### config.mk
export PLATFORM = sky130hd
export DESIGN_NAME = sem_fifo
export DESIGN_NICKNAME = d
export VERILOG_FILES = /design/src/rtl/core/sem_pkg.sv /design/src/rtl/core/sem_fifo.sv
export SDC_FILE = /design/constraint.sdc
export NUM_CORES = 1
export LEC_CHECK = 0
export BUFFER_PORTS_ARGS = -buffer_cell sky130_fd_sc_hd__buf_2
export CORE_MARGIN = 8
export CORE_UTILIZATION = 40
export DETAILED_ROUTE_END_ITERATION = 10
export GPL_TIMING_DRIVEN = 0
export RECOVER_POWER = 100
export SLEW_MARGIN = 0
export SYNTH_ARGS = -nofsm -noshare
export SYNTH_HDL_FRONTEND = slang
export SYNTH_SLANG_ARGS = --single-unit
### constraint.sdc
create_clock -name clk_i -period 1.5 [get_ports clk_i]
set_input_delay 0.3 -clock clk_i [delete_from_list [all_inputs] [get_ports clk_i]]
set_output_delay 0.3 -clock clk_i [all_outputs]
set_load 0.01 [all_outputs]
### src/rtl/core/sem_pkg.sv
// Shared types, constants and register codes of the Sobel edge magnitude unit.
`timescale 1ns / 1ps

package sem_pkg;

  localparam int unsigned MAX_WIDTH_DEF   = 1024;
  localparam int unsigned QUEUE_DEPTH_DEF = 2;
  localparam int unsigned CFG_DATA_W      = 12;
  localparam int unsigned CFG_IDX_W       = 2;

  // Q0.16 luma weights and the rounding offset of the weighted sum.
  localparam logic [15:0] W_RED      = 16'd19589;
  localparam logic [15:0] W_GREEN    = 16'd38470;
  localparam logic [15:0] W_BLUE     = 16'd7471;
  localparam logic [15:0] GRAY_ROUND = 16'd32768;

  // Smallest image side and the sum of squares from which the root saturates.
  localparam int unsigned MIN_DIM = 3;
  localparam logic [20:0] SAT_SUM = 21'd65281;

  localparam logic [10:0] WIDTH_RST  = 11'd640;
  localparam logic [11:0] HEIGHT_RST = 12'd480;
  localparam logic        COLOR_RST  = 1'b1;

  typedef enum logic [CFG_IDX_W-1:0] {
    CFG_IMAGE_WIDTH  = 2'd0,
    CFG_IMAGE_HEIGHT = 2'd1,
    CFG_COLOR_MODE   = 2'd2
  } cfg_idx_e;

  typedef struct packed {
    logic [10:0] image_width;
    logic [11:0] image_height;
    logic        color_mode;
  } cfg_t;

  typedef struct packed {
    logic [7:0] red;
    logic [7:0] green;
    logic [7:0] blue;
  } pixel_t;

  typedef struct packed {
    logic [7:0]  magnitude;
    logic [11:0] center_row;
    logic [9:0]  center_column;
    logic        final_result;
  } result_t;

  // One gradient pair on its way from the window logic to the root unit.
  typedef struct packed {
    logic signed [10:0] gx;
    logic signed [10:0] gy;
    logic [11:0]        center_row;
    logic [9:0]         center_column;
    logic               final_result;
  } grad_t;

endpackage

### src/rtl/core/sem_fifo.sv
// Small register queue used between the pipeline parts and at the result side.
`timescale 1ns / 1ps

module sem_fifo #(
  parameter int unsigned WIDTH = 8,
  parameter int unsigned DEPTH = sem_pkg::QUEUE_DEPTH_DEF
) (
  input  logic             clk_i,
  input  logic             rst_ni,
  input  logic             push_i,
  input  logic [WIDTH-1:0] data_i,
  output logic             full_o,
  input  logic             pop_i,
  output logic [WIDTH-1:0] data_o,
  output logic             empty_o
);
  import sem_pkg::*;

  localparam int unsigned PTR_W = (DEPTH > 1) ? $clog2(DEPTH) : 1;
  localparam int unsigned CNT_W = $clog2(DEPTH + 1);

  logic [WIDTH-1:0] mem_q [DEPTH];
  logic [PTR_W-1:0] wr_ptr_q, wr_ptr_d;
  logic [PTR_W-1:0] rd_ptr_q, rd_ptr_d;
  logic [CNT_W-1:0] count_q, count_d;
  logic             wr_en;
  logic             rd_en;

  assign full_o  = (count_q == CNT_W'(DEPTH));
  assign empty_o = (count_q == '0);
  assign wr_en   = push_i && !full_o;
  assign rd_en   = pop_i && !empty_o;
  assign data_o  = mem_q[rd_ptr_q];

  always_comb begin
    wr_ptr_d = wr_ptr_q;
    rd_ptr_d = rd_ptr_q;
    count_d  = count_q;
    if (wr_en) begin
      wr_ptr_d = (wr_ptr_q == PTR_W'(DEPTH - 1)) ? '0 : wr_ptr_q + 1'b1;
    end
    if (rd_en) begin
      rd_ptr_d = (rd_ptr_q == PTR_W'(DEPTH - 1)) ? '0 : rd_ptr_q + 1'b1;
    end
    if (wr_en && !rd_en) begin
      count_d = count_q + 1'b1;
    end else if (rd_en && !wr_en) begin
      count_d = count_q - 1'b1;
    end
  end

  always_ff @(posedge clk_i or negedge rst_ni) begin
    if (!rst_ni) begin
      wr_ptr_q <= '0;
      rd_ptr_q <= '0;
      count_q  <= '0;
    end else begin
      wr_ptr_q <= wr_ptr_d;
      rd_ptr_q <= rd_ptr_d;
      count_q  <= count_d;
    end
  end

  always_ff @(posedge clk_i) begin
    if (wr_en) begin
      mem_q[wr_ptr_q] <= data_i;
    end
  end

endmodule

# Word level (Yosys, flattened, before mapping)
# Memory sizes are Yosys's and may differ from the RTL's.
# Cells that the tools add are included.
word_totals:
  ff_bits: 4
  latch_bits: 0
  ramBits: 16
  mem_bits_ro: 0
  input_bits: 12
  elab_cells: 25
  mem_count: 1
memory_table:
  columns: ["name", "depth", "word_bits", "rd", "rd_ports_with_merged_regs", "write_ports", "line_no", "source"]
  rows:
  - ["mem_q", 2, 8, 1, 0, 1, "sem_fifo.sv:22", "logic [WIDTH-1:0] mem_q [DEPTH];"]
op_classes:
  n_addsub: 4
  mul: 0
  div: 0
  n_lt_le_gt_ge: 0
  eq_ne: 1
  shift: 0
  n_mux: 6
  n_bitwise: 0
  n_reduce_logical: 10
ops:
  columns: ["cell", "count"]
  rows:
  - ["logical AND 1 bit", 4]
  - ["zero test 1 bit", 4]
  - ["two-way mux 1 bit", 4]
  - ["two-way mux 2 bit", 2]
  - ["adder 1 bit, second input constant", 2]
  - ["adder 2 x 1 -> 2 bit, second input constant", 1]
  - ["equality test 2 bit, second input constant", 1]
  - ["zero test 2 bit", 1]
  - ["nonzero test 2 bit", 1]
  - ["subtractor 2 x 1 -> 2 bit, second input constant", 1]

# Longest topological paths before layout
logic_depth:
  ltp_word: 7
  ltp_mapped: 7

# Worst setup path before layout
# Ideal clock, no wire load.
synth_path:
  path_kind: "register -> register"
  start: "reg count_q[0]"
  end: "mem mem_q[0][0], enable pin"
  t_arrival_ns: 1.022
  slack_ns: 0.108
  stages_incl_launch_ff: 4
  n_path_buf: 0
  synth_period_minus_slack_ns: 1.392
  cell_sequence: "dfrtp_1 nand2b_1 nand2_2 nor2_1"
synth_between:
  elab_chain_cells: 5
synth_rtl:
  columns: ["element", "line_no", "source"]
  rows:
  - ["from (decl)", "sem_fifo.sv:25", "logic [CNT_W-1:0] count_q, count_d;"]
  - ["from (signal assigned)", "sem_fifo.sv:60", "count_q <= count_d;"]
  - ["equality test 2 bit", "sem_fifo.sv:29", "assign full_o = (count_q == CNT_W'(DEPTH));"]
  - ["zero test 1 bit", "sem_fifo.sv:31", "assign wr_en = push_i && !full_o;"]
  - ["logical AND 1 bit", "sem_fifo.sv:31", null]
  - ["two-way mux 1 bit", "sem_fifo.sv:65", "if (wr_en) begin"]
  - ["two-way mux 1 bit (implied by the code)", "sem_fifo.sv:66", "mem_q[wr_ptr_q] <= data_i;"]
  - ["to (decl)", "sem_fifo.sv:22", null]
# No other way between the ends.

# Final worst setup path
layout_path:
  start: "reg rd_ptr_q"
  end: "out data_o[3]"
layout_between:
  elab_chain_cells: 1
layout_rtl:
  columns: ["element", "line_no", "source"]
  rows:
  - ["from (decl)", "sem_fifo.sv:24", "logic [PTR_W-1:0] rd_ptr_q, rd_ptr_d;"]
  - ["from (signal assigned)", "sem_fifo.sv:59", "rd_ptr_q <= rd_ptr_d;"]
  - ["memory (2 x 8 bit)", null, null]
  - ["to (decl)", "sem_fifo.sv:14", "output logic [WIDTH-1:0] data_o,"]
# No other way between the ends.

==> flow_summary.yaml <==
critical_path:
  path_max_fanout: 5
  cp-start-kind: "flip-flop"
  arrival_ns: 1.25
  cp-end-kind: "output port"
  cp.required_ns: 1.20
  critPathKind: "reg2out"
die:
  die_width_um: 60.2
  fp.dieH_um: 60.2
  start_util_pct: 41.1
  dieArea_um2: 3630
  std_cell_rows: 16
  core_area_um2: 1900
  pin_count: 22
route:
  via_per_inst: 4.37
  post-route-drc-count: 0
  ant_nets: 0
  drt-initial-drc-count: 12
  via_count: 433
  wl_per_cell_um: 13.0
  firstDrtPassIters: 3
  wirelength_um: 1290
run_status:
  outcome: "complete, but fails checks"
  violations: "setup timing"
timing:
  tns_ns: -0.395
  setup_slack_ns: -0.0531
  fin_hold_ws_ns: 0.194
  rsz0062_at_grt: "true"
  finalHoldViolCount: 0
  slew_viol_final: 0
  finClkSkew_ns: 0.00668
  fin_crit_ns: 1.55
  setup_violations: 8
  fin_crit_sh_pct: 104
  maxSlewHeadroom_pct: 72.1
  fmax_ghz: 0.644
  tightest_slew_ns: 0.418
cts:
  numClockSinks: 20
  cts-htree-levels: 1
  insertion_delay_ns: 0.29
  root_buffer: "clkbuf_4"
  clk_path_buf_depth: 2
  cts_tree: "done"
  cts_buffers: 3
  clkTransAtPathRegs_ns: 0.10
placement:
  hpwlAfterDp_um: 908
  place_congestion: 0.624
  io_buffers: 21
  pre_cts_ws_ns: -0.122
  dp.cells: 92
power:
  power.density_nw_per_um2: 1910
  irDropWorstVdd_v: 0.00102
  power_leakage_nw: 0.451
hold_path:
  hold_class: "in2reg"
synth:
  yosys_warnings: 0
  syn_area_um2: 782
  yosysSeqAreaShare_pct: 74.2
  avgSynthCellArea_um2: 17.8
  syn_inst: 44
  synth_cell_types: 15
  synth_seq_cells: 20
  syn-num-nets: 57
finish:
  diodes: 0
  drive_gt1_share_pct: 50.0
  syn_to_final_growth_pct: 36.2
  final_common_cell: "edfxtp_1"
  fin_cells: 99
  layout_common_cells: "edfxtp_1, buf_6, buf_2"
  final_nets: 87
grt:
  grt_start_max_net_pins: 11
  grt_pass1_vias: 455
  overflow: 0
  grt_antenna_before_repair: 0
  grt_usage_pct: 7.41
  grt_pass1_wl_um: 1950
job:
  max-cap-violations: 0
cell usage after synthesis (all sizes together):
cell type / instances / share of area (%)
o21ai: 1 / 0.64
xor2: 2 / 2.2
nor2: 3 / 1.4
ha: 1 / 1.6
inv: 2 / 0.96
xnor2: 3 / 4.3
nand2: 1 / 0.80
buf: 1 / 0.64
dfrtp: 4 / 13
mux2: 8 / 12
and3: 1 / 0.80
nand2b: 1 / 0.80
edfxtp: 16 / 61
worst paths after layout:
kind | depth (start not counted) | end | startpoint | slack (ns)
min in group asynchronous | 2 | count_q[1] | rst_ni | 0.36
hold reg to reg | 1 | wr_ptr_q | wr_ptr_q | 0.54
hold / removal | 1 | mem_q[1][4] | data_i[4] | 0.19
max in group asynchronous | 2 | count_q[0] | rst_ni | 0.93
setup reg to reg | 7 | count_q[1] | count_q[0] | 0.01
setup / recovery | 3 | data_o[3] | rd_ptr_q | -0.05
cell type report:
type,instances,area (um^2)
Timing Repair Buffer,25,186
Inverter,2,7.51
Tap cell,27,33.8
Fill cell,155,837
Multi-Input combinational cell,21,221
Buffer,1,11.3
Clock buffer,3,22.5
Sequential cell,20,582
flip-flops by register name, summed over array words and instances (netlist names):
name / flops
count_q: 2
mem_q: 16
rd_ptr_q: 1
wr_ptr_q: 1
critical path, cell delays in order (launching register included):
cell and delay [ns]:
dfrtp_1 0.41, buf_6 0.15, mux2_4 0.30, buf_6 0.12
per-stage QoR:
stage | util, % | total power, W | cell area [um^2]
after detailed placement | 48.4 | 0.00150 | 921
after global routing | 56.0 | 0.00216 | 1060
final | 56.0 | 0.00204 | 1060
after CTS | 52.2 | 0.00184 | 992
after global placement | 48.4 | 0.00149 | 921
after floorplan | - | 0.00128 | 782
where the power goes:
group	switching (W)	internal (W)	leakage, nW	total (W)
logic	0.000387	0.000554	0.243	0.000941
clock network	0.000142	0.0000931	0.0138	0.000235
registers	0.0000814	0.000780	0.194	0.000861
repair_timing:
item                                    in CTS  in global routing
hold buffers                                 1                  0
gates cloned                                 0                  1
pin swaps                                    0                  1
buffers inserted                             1                  1
endpoints found under the setup margin      16                 18
endpoints found under the hold margin        4                  0
resized for setup                            7                 16
layer usage:
metal,vias up,wire length (um),GRT usage (%)
li1,215,-,-
met1,206,511,7.41
met2,12,697,13.3
met3,0,77,2.80
met4,0,0,3.06
met5,-,0,0
kinds of logic (layout without fill, tap and decap cells):
group                    count (synthesis)  after routing  share of synthesized area, %
flip-flops                              20             20                          74.2
AND/OR/NAND/NOR                          6              6                          3.84
multiplexers                             8              8                          11.5
buffers and inverters                    3             31                          1.60
XOR/XNOR                                 5              5                          6.56
AO/OA/AOI/OAI                            1              1                         0.639
adder cells (fa/ha/maj)                  1              1                          1.60
Power figures use the tool's default switching activity.
