--- config.mk ---
export PLATFORM = sky130hd
export DESIGN_NAME = sem_back
export DESIGN_NICKNAME = d
export VERILOG_FILES = /design/src/rtl/core/sem_pkg.sv /design/src/rtl/core/sem_back.sv
export SDC_FILE = /design/constraint.sdc
export NUM_CORES = 1
export LEC_CHECK = 0
export ABC_AREA = 1
export BUFFER_PORTS_ARGS = -buffer_cell sky130_fd_sc_hd__buf_2
export CORE_AREA = 2 2 180 182
export DETAILED_ROUTE_END_ITERATION = 16
export DIE_AREA = 0 0 182 184
export PLACE_DENSITY = 0.71
export SETUP_SLACK_MARGIN = 0.05
export SLEW_MARGIN = 20
export SYNTH_ARGS = -nofsm -noshare
export SYNTH_HDL_FRONTEND = slang
export SYNTH_SLANG_ARGS = --single-unit
export TNS_END_PERCENT = 50
--- constraint.sdc ---
create_clock -name clk_i -period 9.57 [get_ports clk_i]
set_input_delay 1.914 -clock clk_i [delete_from_list [all_inputs] [get_ports clk_i]]
set_output_delay 1.914 -clock clk_i [all_outputs]
set_load 0.02 [all_outputs]
--- src/rtl/core/sem_pkg.sv ---
// Shared types, constants and register codes of the Sobel edge magnitude unit.
`timescale 1ns / 1ps

package sem_pkg;

  localparam int unsigned MAX_WIDTH_DEF   = 1024;
  localparam int unsigned QUEUE_DEPTH_DEF = 2;
  localparam int unsigned CFG_DATA_W      = 12;
  localparam int unsigned CFG_IDX_W       = 2;

  // Q0.16 luma weights and the rounding offset of the weighted sum.
  localparam logic [15:0] W_RED      = 16'd19589;
  localparam logic [15:0] W_GREEN    = 16'd38470;
  localparam logic [15:0] W_BLUE     = 16'd7471;
  localparam logic [15:0] GRAY_ROUND = 16'd32768;

  // Smallest image side and the sum of squares from which the root saturates.
  localparam int unsigned MIN_DIM = 3;
  localparam logic [20:0] SAT_SUM = 21'd65281;

  localparam logic [10:0] WIDTH_RST  = 11'd640;
  localparam logic [11:0] HEIGHT_RST = 12'd480;
  localparam logic        COLOR_RST  = 1'b1;

  typedef enum logic [CFG_IDX_W-1:0] {
    CFG_IMAGE_WIDTH  = 2'd0,
    CFG_IMAGE_HEIGHT = 2'd1,
    CFG_COLOR_MODE   = 2'd2
  } cfg_idx_e;

  typedef struct packed {
    logic [10:0] image_width;
    logic [11:0] image_height;
    logic        color_mode;
  } cfg_t;

  typedef struct packed {
    logic [7:0] red;
    logic [7:0] green;
    logic [7:0] blue;
  } pixel_t;

  typedef struct packed {
    logic [7:0]  magnitude;
    logic [11:0] center_row;
    logic [9:0]  center_column;
    logic        final_result;
  } result_t;

  // One gradient pair on its way from the window logic to the root unit.
  typedef struct packed {
    logic signed [10:0] gx;
    logic signed [10:0] gy;
    logic [11:0]        center_row;
    logic [9:0]         center_column;
    logic               final_result;
  } grad_t;

endpackage

--- src/rtl/core/sem_back.sv ---
// Back part: sum of squares and rounded integer square root, one bit per cycle.
`timescale 1ns / 1ps

module sem_back (
  input  logic             clk_i,
  input  logic             rst_ni,
  input  logic             grad_valid_i,
  output logic             grad_pop_o,
  input  sem_pkg::grad_t   grad_i,
  output logic             res_valid_o,
  input  logic             res_ready_i,
  output sem_pkg::result_t res_o
);
  import sem_pkg::*;

  typedef enum logic [3:0] {
    B_IDLE   = 4'b0001,
    B_SQUARE = 4'b0010,
    B_ROOT   = 4'b0100,
    B_ROUND  = 4'b1000
  } back_state_e;

  back_state_e        state_q, state_d;
  grad_t              grad_q;
  logic [20:0]        sum_q;
  logic [7:0]         root_q;
  logic [7:0]         bit_q;

  logic signed [21:0] sq_x, sq_y;
  logic [7:0]         trial;
  logic [15:0]        trial_sq;
  logic [15:0]        root_sq;
  logic [16:0]        round_bound;
  logic               round_up;
  logic               saturate;

  assign sq_x = grad_q.gx * grad_q.gx;
  assign sq_y = grad_q.gy * grad_q.gy;

  assign trial    = root_q | bit_q;
  assign trial_sq = {8'b0, trial} * {8'b0, trial};

  // Round to nearest: step up when the sum lies above r*r + r.
  assign root_sq     = {8'b0, root_q} * {8'b0, root_q};
  assign round_bound = {1'b0, root_sq} + 17'(root_q);
  assign round_up    = ({4'b0, round_bound} < sum_q);
  assign saturate    = (sum_q >= SAT_SUM);

  assign grad_pop_o          = (state_q == B_IDLE) && grad_valid_i;
  assign res_valid_o         = (state_q == B_ROUND);
  assign res_o.magnitude     = saturate ? 8'hff : root_q + {7'b0, round_up};
  assign res_o.center_row    = grad_q.center_row;
  assign res_o.center_column = grad_q.center_column;
  assign res_o.final_result  = grad_q.final_result;

  always_comb begin
    state_d = state_q;
    unique case (state_q)
      B_IDLE: begin
        if (grad_valid_i) begin
          state_d = B_SQUARE;
        end
      end
      B_SQUARE: state_d = B_ROOT;
      B_ROOT: begin
        if (bit_q[0]) begin
          state_d = B_ROUND;
        end
      end
      B_ROUND: begin
        if (res_ready_i) begin
          state_d = B_IDLE;
        end
      end
      default: state_d = B_IDLE;
    endcase
  end

  always_ff @(posedge clk_i or negedge rst_ni) begin
    if (!rst_ni) begin
      state_q <= B_IDLE;
      root_q  <= '0;
      bit_q   <= '0;
    end else begin
      state_q <= state_d;
      if (state_q == B_SQUARE) begin
        root_q <= '0;
        bit_q  <= 8'h80;
      end else if (state_q == B_ROOT) begin
        if ({5'b0, trial_sq} <= sum_q) begin
          root_q <= trial;
        end
        bit_q <= bit_q >> 1;
      end
    end
  end

  always_ff @(posedge clk_i) begin
    if (grad_pop_o) begin
      grad_q <= grad_i;
    end
    if (state_q == B_SQUARE) begin
      sum_q <= {1'b0, sq_x[19:0]} + {1'b0, sq_y[19:0]};
    end
  end

endmodule

; Yosys cells after proc, flatten, opt, wreduce, memory -nomap -nowiden
; Index checks and enable logic that the tools add are counted.
[totals]
latchBits = 0
romBits = 0
elab_cells = 42
reg_bits = 86
n_memories = 0
in_bits = 49
out_inout_bits = 33
ram_bits = 0
[op_classes]
n_eq_ne = 7
n_reduce_logical = 5
order_cmp = 3
n_div = 0
mux = 10
shift = 0
n_bitwise = 1
add_sub_neg = 3
mul = 4
[ops]
columns = op, n
row1 = $mux 8, 6
row2 = $mul 11x11->20, 2
row3 = $mul 8x8->16, 2
row4 = $add 20x20->21, 1
row5 = $ge 21x16->1 const B, 1
row6 = $le 16x21->1, 1
row7 = $lt 17x21->1, 1
row8 = $add 16x8->17, 1
row9 = $pmux 4 s4, 1
row10 = $mux 4, 3
row11 = $add 8x1->8, 1
row12 = $or 8x8->8, 1
row13 = $eq 4x1->1 const B, 1
row14 = $eq 4x2->1 const B, 1
row15 = $eq 4x3->1 const B, 1
row16 = $eq 4x4->1 const B, 1
row17 = $ne 2x2->1 const B, 2
row18 = $reduce_bool 2->1, 2
row19 = $reduce_and 3->1, 1
row20 = $ne 2x1->1 const B, 1
row21 = $reduce_and 2->1, 1
row22 = $logic_and 1x1->1, 1

; Logic depth before layout (Yosys ltp)
[depth]
word_depth = 6
ltp_mapped = 36
depth_no_buf = 35

; Worst setup path before layout
; No wires, ideal clock.
[synth_path]
path_type = reg-to-output
from = register root_q[2]
to = output res_o[25] (netlist bit)
n_path_buf = 1
arrival_ps = 5771
path_slack_ps = 1885
required_time_ps = 7656
path_stages_with_launch = 29
path_cell_list = dfrtp_1 clkbuf_1 nand2_1 fa_1 inv_1 fa_1 fa_1 inv_1 fa_1 inv_1 ha_1 nand2_1 o21ai_0 a21oi_1 nor2_1 nor2_1 xor2_1 inv_1 ha_1 nand2_1 nor3_1 nand3_1 nor2_1 a211oi_1 ha_1 ha_1 nand2_1 inv_1 o21ai_0
[synth_rtl]
columns = item, line_no
row1 = "start, declared", sem_back.sv:26  ; logic [7:0] root_q;
row2 = "start signal, assigned", sem_back.sv:91  ; root_q <= trial;
row3 = "end, declared", sem_back.sv:12  ; output sem_pkg::result_t res_o

==> run summary <==
Status - finished, final reports clean
Synth-to-layout area growth - 5.74%
Hold_buf cts - 0
Root Buffer - clkbuf_16
DRT Pass-1 Iters - 6
Fin. Hold Viols - 0
I/O Pins - 82
FF+latch area - 2480 µm²
EDFF count, synth - 66
Max Clock Skew - 0.0144 ns
First-pass GRT wire length - 60500 µm
WP data required - 7.66 ns
Syn Inst Count - 2063
Crit-path max FO - 13
Overall routed net length - 33700 µm
Ys flop type - edfxtp_1
Worst path top cell family by delay - adder cells
Register area share after synthesis - 0.148
Rel. slew slack - 0.462
GP Congestion - 0.893
DRT iter0 DRCs - 516
Placeable Area - 31400 µm²
Number of global-route vias before repair - 13400
Largest net degree at the start of global routing - 46
GRT overflow - 0
Clock slew at reported path FFs - 0.07 ns
Final worst path period share - 0.920
Initial antenna violation count - 0
Average size of a mapped cell - 8.16 µm²
CTS tree - built
Crit Path Category - register to output pin
Total CTS buffers - 9
Slew Viols, Final - 0
Startpoint types - register
Syn_nets - 2559
Post-synthesis cell type count - 46
Setup crit end kind - output pin
DP HPWL - 28900 µm
IO Port Bufs - 81
Post-layout min period - 8.80 ns
RSZ-0062 raised after global routing - false
CP arrival - 6.89 ns
MaxCap Viol Count - 0
Largest area contributor in the netlist - fa_1
H-Tree Depth - 3
Worst path slowest cell - dfrtp_1
NumNets Final - 2599
Number of fill cells - 2878
ANT cells - 0
Vias per cell - 4.99
Crit path buf inv count - 6
Setup bufs post-CTS - 0
Reg2Reg Depth - 22
Fmax - 0.114 GHz
DIE AREA - 33500 µm²
DR vias - 12500
Asr flop ratio synth - 0.233
Synth top area share - 0.297
FF+latch count, synth - 86
CP most frequent cell - inv_1
Starting density of the core - 0.536
Crit path depth - 30
Worst reg2reg endpoint - sum_q[20]$_DFFE_PP_
Flop-to-flop setup slack - 2.49 ns
Worst min-delay path class - register to register
Synthesized area - 16800 µm²
Synth area leaders - fa_1 30%, ha_1 15%, inv_1 13%
CTS resizes - 0
Post-route DRC violation count - 0
Die extent in y - 184 µm
Total Routing Usage GR - 0.222
Die width - 182 µm
Drt wl/cell - 13.4 µm
Remaining antenna violation count - 0
CTS sink count - 86
Clk buf depth - 2
TNS Setup - 0 ns
Worst path max stage delay - 0.70 ns
Slew @ Worst Pin - 0.796 ns
Reg2Reg Launch Point - grad_q[33]$_DFFE_PP_
Crit path to - res_o[29]
Synth warn - 0
Setup Viol. Count Final - 0
FP Rows - 65
Area of the multi-input gates - 11800 µm²
CP Launch Point - root_q[2]$_DFFE_PN0P_
Worst skew pair latency - 0.37 ns
Share of cells above drive strength 1 - 0.0583
## layout by cell type, fill, tap and decap left out, drive strengths merged, types with 7 or more instances in the layout
master  count
nor4        7
a21o       10
dfrtp      19
nor3       18
a21oi      87
inv       596
nor2      123
o21ai      45
ha        197
xor2       64
xnor2      29
fa        250
or2         9
buf        86
nand4      11
o22ai       7
edfxtp     66
nand3      63
clkbuf      9
nand2     374
## cell usage after synthesis, drive strengths merged, types with 2 or more instances
cell type  count
nand3b         5
o31ai          2
nor3          18
xor2          64
o21a           2
o21ai         45
o211ai         3
or2            9
clkbuf        32
o21bai         4
ha           197
nand3         63
inv          593
dfrtp         19
fa           250
xnor2         29
a21boi         2
a21oi         87
nand4         11
nor4           7
a21o          10
nor2         123
o2111ai        2
nand2        374
buf           25
o22ai          7
a211oi         4
nand2b         2
edfxtp        66
a31oi          5
## final cells by class
class	count	share of cell area
Tap cell	402	0.0283
Clock buffer	9	0.0127
Multi-Input combinational cell	1327	0.664
Sequential cell	86	0.140
Clock inverter	7	0.00590
Inverter	593	0.125
Timing Repair Buffer	86	0.0249
## layer usage
layer  vias to the layer above  global-route usage  share of wire
met1                      5960               0.281           0.43
met4                         0              0.0616          0.020
met5                         -                   0              0
met2                       264               0.395           0.50
met3                        45              0.0345          0.045
li1                       6248                   -              -
## stage by stage
stage | std cells | area, µm² | setup slack [ns] | hold slack (ns) | utilization
final | 2510 | 17800 | 0.770 | 0.570 | 0.567
after global routing | 2510 | 17800 | 0.254 | 0.605 | 0.567
after CTS | 2510 | 17800 | 0.785 | 0.573 | 0.567
after detailed placement | 2494 | 17500 | 1.21 | 0.561 | 0.557
after global placement | 2494 | 17500 | 1.31 | 0.545 | 0.557
after floorplan | 2063 | 16800 | 1.89 | 0.516 | -
## worst min-delay path by stage
stage	start	end	depth (start not counted)
global placement	bit_q[7]$_DFFE_PN0P_	bit_q[7]$_DFFE_PN0P_	2
detailed placement	bit_q[3]$_DFFE_PN0P_	bit_q[3]$_DFFE_PN0P_	2
global route	bit_q[3]$_DFFE_PN0P_	bit_q[3]$_DFFE_PN0P_	2
floorplan	bit_q[7]$_DFFE_PN0P_	bit_q[7]$_DFFE_PN0P_	2
finish	bit_q[5]$_DFFE_PN0P_	bit_q[5]$_DFFE_PN0P_	2
CTS	state_q[0]$_DFFE_PN1P_	state_q[0]$_DFFE_PN1P_	2
## registers in the layout, indices dropped and copies added (netlist names)
register / cells
state_q: 4
grad_q: 22
sum_q: 21
bit_q: 8
root_q: 8
res_o: 23
## worst min-delay path: stages, from the launching register on
cell and delay, ns:
dfrtp_1 0.35, inv_1 0.06, o22ai_1 0.11
## cell families (layout without fill, tap and decap cells)
group	Yosys count	in the layout	share of synthesized area
AND/OR/NAND/NOR	613	613	0.152
adder cells (fa/ha/maj)	447	447	0.444
AO/OA/AOI/OAI	174	174	0.0575
flip-flops	86	86	0.148
XOR/XNOR	93	93	0.0484
buffers and inverters	650	695	0.151
Power is not shown: default switching activity piles up to over one toggle a cycle in this logic, so the estimate is an artifact.
